===== src/sv/epfr_pkg.sv =====
// shared constants, types and helpers of the event pixel fan-out remapper
package epfr_pkg;

   // table geometry
   localparam int PIXELS     = 65536;
   localparam int MAX_FANOUT = 4;

   localparam int PIX_W   = (PIXELS > 1) ? $clog2(PIXELS) : 1;
   localparam int CNT_W   = $clog2(MAX_FANOUT + 1);
   localparam int DEST_AW = $clog2(PIXELS * MAX_FANOUT);

   // field widths
   localparam int OP_W      = 2;
   localparam int COORD_W   = 10;
   localparam int WORD_W    = 32;
   localparam int FLAT_W    = 16;
   localparam int DIM_W     = 11;
   localparam int AREA_W    = 21;
   localparam int DIM_MAX   = 1024;
   localparam int DIM_RESET = 256;
   localparam int DIV_CNT_W = $clog2(FLAT_W + 1);

   // stream payload widths
   localparam int IN_DATA_W  = 120;
   localparam int OUT_DATA_W = 88;

   // register file
   localparam int REG_IDX_W = 8;
   localparam logic [REG_IDX_W-1:0] REG_WIDTH  = REG_IDX_W'(0);
   localparam logic [REG_IDX_W-1:0] REG_HEIGHT = REG_IDX_W'(1);

   typedef enum logic [OP_W-1:0] {
      OP_LOAD  = 2'd0,
      OP_EVENT = 2'd1,
      OP_CLEAR = 2'd2
   } op_type;

   typedef enum logic [1:0] {
      STATUS_OK    = 2'd0,
      STATUS_FULL  = 2'd1,
      STATUS_RANGE = 2'd2
   } status_type;

   typedef enum logic {
      KIND_STATUS = 1'b0,
      KIND_EVENT  = 1'b1
   } kind_type;

   // controller to datapath
   typedef struct packed {
      logic       capture;
      logic       src_ravel;
      logic       cnt_rd;
      logic       div_start;
      logic       ld_commit;
      logic       clr_wr;
      logic       slot_first;
      logic       slot_next;
      logic       out_load;
      kind_type   out_kind;
      status_type out_status;
   } cmd_type;

   // datapath to controller
   typedef struct packed {
      logic ld_bad;
      logic ev_bad;
      logic src_big;
      logic cnt_full;
      logic cnt_zero;
      logic div_done;
      logic clr_last;
      logic slot_last;
      logic out_free;
   } sts_type;

   // sensor dimension limited to 1..DIM_MAX
   function automatic logic [DIM_W-1:0] clamp_dim(input logic [DIM_W-1:0] v);
      logic [DIM_W-1:0] r;
      if (v == '0) begin
         r = DIM_W'(1);
      end else if (v > DIM_W'(DIM_MAX)) begin
         r = DIM_W'(DIM_MAX);
      end else begin
         r = v;
      end
      return r;
   endfunction

endpackage


===== src/sv/epfr_ctrl.sv =====
// controller: sequences loads, events, table clears and result transfers
module epfr_ctrl
   import epfr_pkg::*;
(
   input  logic            clock,
   input  logic            reset,
   input  logic            req_tvalid,
   input  logic [OP_W-1:0] req_op,
   output logic            req_tready,
   input  sts_type         sts,
   output cmd_type         cmd
);

   typedef enum logic [3:0] {
      ST_SWEEP,
      ST_IDLE,
      ST_LD_CHECK,
      ST_LD_WAIT,
      ST_EV_CHECK,
      ST_EV_SRC,
      ST_EV_CNT,
      ST_EV_EMIT,
      ST_STATUS
   } state_type;

   state_type  state_ff, state_in;
   logic       reply_ff, reply_in;
   status_type status_ff, status_in;

   // next state and commands
   always_comb begin
      cmd        = '0;
      state_in   = state_ff;
      reply_in   = reply_ff;
      status_in  = status_ff;
      req_tready = (state_ff == ST_IDLE);
      unique case (state_ff)
         ST_SWEEP: begin
            cmd.clr_wr = 1'b1;
            if (sts.clr_last) begin
               reply_in  = 1'b0;
               status_in = STATUS_OK;
               state_in  = reply_ff ? ST_STATUS : ST_IDLE;
            end
         end
         ST_IDLE: begin
            if (req_tvalid) begin
               cmd.capture = 1'b1;
               unique case (op_type'(req_op))
                  OP_LOAD:  state_in = ST_LD_CHECK;
                  OP_EVENT: state_in = ST_EV_CHECK;
                  OP_CLEAR: begin
                     reply_in = 1'b1;
                     state_in = ST_SWEEP;
                  end
                  default:  state_in = ST_IDLE;
               endcase
            end
         end
         ST_LD_CHECK: begin
            if (sts.ld_bad) begin
               status_in = STATUS_RANGE;
               state_in  = ST_STATUS;
            end else begin
               cmd.cnt_rd    = 1'b1;
               cmd.div_start = 1'b1;
               state_in      = ST_LD_WAIT;
            end
         end
         ST_LD_WAIT: begin
            if (sts.cnt_full) begin
               status_in = STATUS_FULL;
               state_in  = ST_STATUS;
            end else if (sts.div_done) begin
               cmd.ld_commit = 1'b1;
               status_in     = STATUS_OK;
               state_in      = ST_STATUS;
            end
         end
         ST_EV_CHECK: begin
            if (sts.ev_bad) begin
               state_in = ST_IDLE;
            end else begin
               cmd.src_ravel = 1'b1;
               state_in      = ST_EV_SRC;
            end
         end
         ST_EV_SRC: begin
            if (sts.src_big) begin
               state_in = ST_IDLE;
            end else begin
               cmd.cnt_rd = 1'b1;
               state_in   = ST_EV_CNT;
            end
         end
         ST_EV_CNT: begin
            if (sts.cnt_zero) begin
               state_in = ST_IDLE;
            end else begin
               cmd.slot_first = 1'b1;
               state_in       = ST_EV_EMIT;
            end
         end
         ST_EV_EMIT: begin
            // one destination per cycle while the result register drains
            if (sts.out_free) begin
               cmd.out_load   = 1'b1;
               cmd.out_kind   = KIND_EVENT;
               cmd.out_status = STATUS_OK;
               if (sts.slot_last) begin
                  state_in = ST_IDLE;
               end else begin
                  cmd.slot_next = 1'b1;
               end
            end
         end
         ST_STATUS: begin
            if (sts.out_free) begin
               cmd.out_load   = 1'b1;
               cmd.out_kind   = KIND_STATUS;
               cmd.out_status = status_ff;
               state_in       = ST_IDLE;
            end
         end
         default: state_in = ST_IDLE;
      endcase
   end

   // state and registered outputs
   always_ff @(posedge clock) begin
      if (reset) begin
         state_ff  <= ST_SWEEP;
         reply_ff  <= 1'b0;
         status_ff <= STATUS_OK;
      end else begin
         state_ff  <= state_in;
         reply_ff  <= reply_in;
         status_ff <= status_in;
      end
   end

endmodule


===== config.mk =====
export PLATFORM = sky130hd
export DESIGN_NAME = epfr_ctrl
export DESIGN_NICKNAME = d
export VERILOG_FILES = /design/src/sv/epfr_pkg.sv /design/src/sv/epfr_ctrl.sv
export SDC_FILE = /design/constraint.sdc
export NUM_CORES = 1
export LEC_CHECK = 0
export BUFFER_PORTS_ARGS = -buffer_cell sky130_fd_sc_hd__buf_4
export CORE_MARGIN = 3
export CORE_UTILIZATION = 45
export CTS_CLUSTER_SIZE = 28
export DETAILED_ROUTE_END_ITERATION = 8
export MAX_ROUTING_LAYER = met4
export PLACE_DENSITY = 0.73
export SLEW_MARGIN = 20
export SYNTH_ARGS = -nofsm -noshare
export SYNTH_HDL_FRONTEND = slang
export SYNTH_SLANG_ARGS = --single-unit

===== constraint.sdc =====
create_clock -name clock -period 3.8 [get_ports clock]
set_input_delay 0.19 -clock clock [delete_from_list [all_inputs] [get_ports clock]]
set_output_delay 0.19 -clock clock [all_outputs]
set_load 0.05 [all_outputs]

==> results_dict.tcl <==
set metrics [dict create \
    status "complete, no violations" \
    wl_per_cell_um 12.8 \
    cts_sinks 7 \
    ant_nets 0 \
    grt.overflow.total 0 \
    place.gp.congestion 0.895 \
    start_kind "flip-flop" \
    pwr-share-clk_pct 12.1 \
    synthXorXnorAreaFrac_pct 0 \
    initial_core_util_pct 52.5 \
    hold_violations 0 \
    coreArea_mm2 0.00122 \
    hold_ws_ps 151 \
    slowest_stage "dfxtp_1" \
    drtIter0Drc 14 \
    fmax_mhz 506 \
    p_leak_nw 0.356 \
    path_class "flip-flop to output pin" \
    min_period_ps 1980 \
    syn_nets 100 \
    cts_hold_buf 0 \
    path_cells "nand2b_1 -> o32a_1 -> nor2_1 -> buf_4" \
    rsz0062_at_grt "false" \
    layout.nets 125 \
    synthAdderAreaFrac_pct 0 \
    grt_usage_pct 18.8 \
    tightest_slew_ps 631 \
    worst_r2r_endpoint "state_ff[3]" \
    dp_hpwl_mm 1.20 \
    syn_inst 86 \
    setup.worst_path.end_class "output pin" \
    crit_arrival_ps 1790 \
    cts.htree.levels 1 \
    switchingPower_uw 282 \
    peakVddDrop_mv 0.453 \
    syn_to_final_growth_pct 31.8 \
    hold_depth 2 \
    powerDensity_mw_per_mm2 649 \
    cts_resized 0 \
    drive_gt1_share_pct 31.8 \
    ff2ff_path_depth 5 \
    swShare_pct 51.7 \
    die_y_um 43.7 \
    postCtsSetupRepairBufs 0 \
    final_util_pct 69.1 \
    cts_tree "done" \
    ys_ff_latch 7 \
    regArea_um2 140 \
    synth_area_um2 638 \
    cp_max_fo 20 \
    grt_pass1_wl_mm 2.57 \
    seq_power_share_pct 27.6 \
    io_buffers 26 \
    setup_viol 0 \
    slowest_delay_ps 720 \
    cts_buffer_depth 2 \
    cts_root_buffer "clkbuf_4" \
    synth_mux_area_share_pct 1.57 \
    p_int_uw 264 \
    antenna_found_initial 0 \
    synth_area_per_cell_um2 7.42 \
    num_vias 707 \
    synth_top_family_by_area "simple AND/OR/NAND/NOR gates" \
    synth_ff_type "dfxtp_1" \
    relSlewSlack_pct 57.9 \
    yosys.area_share.simple_pct 46.7 \
    netlist-cell-type-count 35 \
    comb_power_share_pct 60.3 \
    maxCapViolations 0 \
    dr.pass1.iters 4 \
    r2r_slack_ps 1950 \
    min_path_type "primary input to flip-flop" \
    multi_input_area_um2 454 \
    viasPerCell 5.70 \
    dieArea_mm2 0.00191 \
    final_common_cell "buf_4" \
    numCtsBuffers 3 \
    synth_edf_count 0 \
    drcViolationCount 0 \
    ys_warn_count 0 \
    grt_start_max_net_pins 21 \
    die_w_um 43.7 \
    totalWireLength_mm 1.59 \
    r2r-start "state_ff[1]" \
    ys_seq_area_share_pct 22.0 \
    finalClockSkew_ps 1.40 \
    slew_viol_final 0 \
    synth_compound_gate_area_share_pct 22.9 \
    clk-insertion-delay-late_ps 250 \
    hold_end "state_ff[2]" \
    cts.clk_slew.worst_paths_ps 50 \
    synth-async-reset-ratio_pct 0 \
    required_ps 3610 \
    grt_pass1_vias 566 \
    setup_tns_ps 0 \
    min_from "reset" \
    n_fill_cell 114 \
    min_period_over_period_pct 52.0 \
    diodes 0 \
    final_cell_mix "26 x buf_4, 10 x nor2_1, 8 x a21oi_1" \
    io_pins 27 \
    fp-row-count 12 \
]
layout make-up:
type                       instances  area share [%]
tap                               14            2.08
multi-input combinational         71            54.0
inverter                           2           0.893
sequential                         7            16.7
timing repair buffer              26            23.2
clock buffer                       4            3.13
power by group through the flow:
stage	logic, mW	clock network, mW	registers [mW]
after global routing	0.359	0.0739	0.158
after detailed placement	0.325	0	0.151
final	0.329	0.0660	0.151
after global placement	0.327	0	0.151
after floorplan	0.309	0	0.101
after CTS	0.328	0.0680	0.149
how the worst max path moves through the flow:
stage / slack (ps) / end / startpoint
after floorplan: 1460 / cmd[6] / state_ff[1]
after global placement: 2020 / state_ff[3] / state_ff[1]
after detailed placement: 2020 / state_ff[3] / state_ff[1]
after CTS: 1850 / cmd[4] / state_ff[1]
after global routing: 1680 / cmd[4] / state_ff[0]
final: 1820 / cmd[9] / state_ff[1]
metrics by stage:
step | setup slack, ps | cell area, um^2 | instances | total power [mW]
after global placement | 2020 | 815 | 120 | 0.477
final | 1820 | 841 | 124 | 0.546
after detailed placement | 2020 | 815 | 120 | 0.475
after CTS | 1850 | 841 | 124 | 0.544
after floorplan | 1460 | 638 | 86 | 0.409
after global routing | 1680 | 841 | 124 | 0.590
layer usage:
layer / part of all wire, % / vias up / wire, um / global-route usage, %
met5: 0 / - / 0 / -
met4: 0.82 / 0 / 13 / 7.23
met3: 7.0 / 2 / 112 / 4.98
met2: 45 / 21 / 714 / 25.6
met1: 47 / 320 / 753 / 26.1
li1: - / 364 / - / -
cell families after synthesis:
logic type,count (synthesis)
AND/OR/NAND/NOR,48
flip-flops,7
multiplexers,1
AO/OA/AOI/OAI,22
buffers and inverters,8
sequential cells by signal, summed over array words and instances (netlist names):
register	count
state_ff	4
status_ff	2
reply_ff	1
cells in the mapped netlist, types with 2 or more instances:
| library cell | instances | area (um^2) |
|---|---|---|
| nor2_1 | 10 | 37.5 |
| a21oi_1 | 8 | 40.0 |
| dfxtp_1 | 7 | 140 |
| nand2_1 | 6 | 22.5 |
| buf_2 | 5 | 25.0 |
| nand2b_1 | 5 | 31.3 |
| nor3_1 | 5 | 25.0 |
| o21ai_0 | 4 | 20.0 |
| and3_1 | 3 | 18.8 |
| nor3b_1 | 3 | 22.5 |
| a31oi_1 | 2 | 12.5 |
| inv_1 | 2 | 7.51 |
| nor2b_1 | 2 | 12.5 |
| nor4_1 | 2 | 12.5 |
| o21ai_1 | 2 | 10.0 |
critical path: cells and delay by family (launching register included):
family / cells / cell delay, ps
and+or+nand+nor: 2 / 280
AOI/OAI and AO/OA: 1 / 320
buffers and inverters: 1 / 200
DFF: 1 / 720
(Power assumes the default switching activity.)
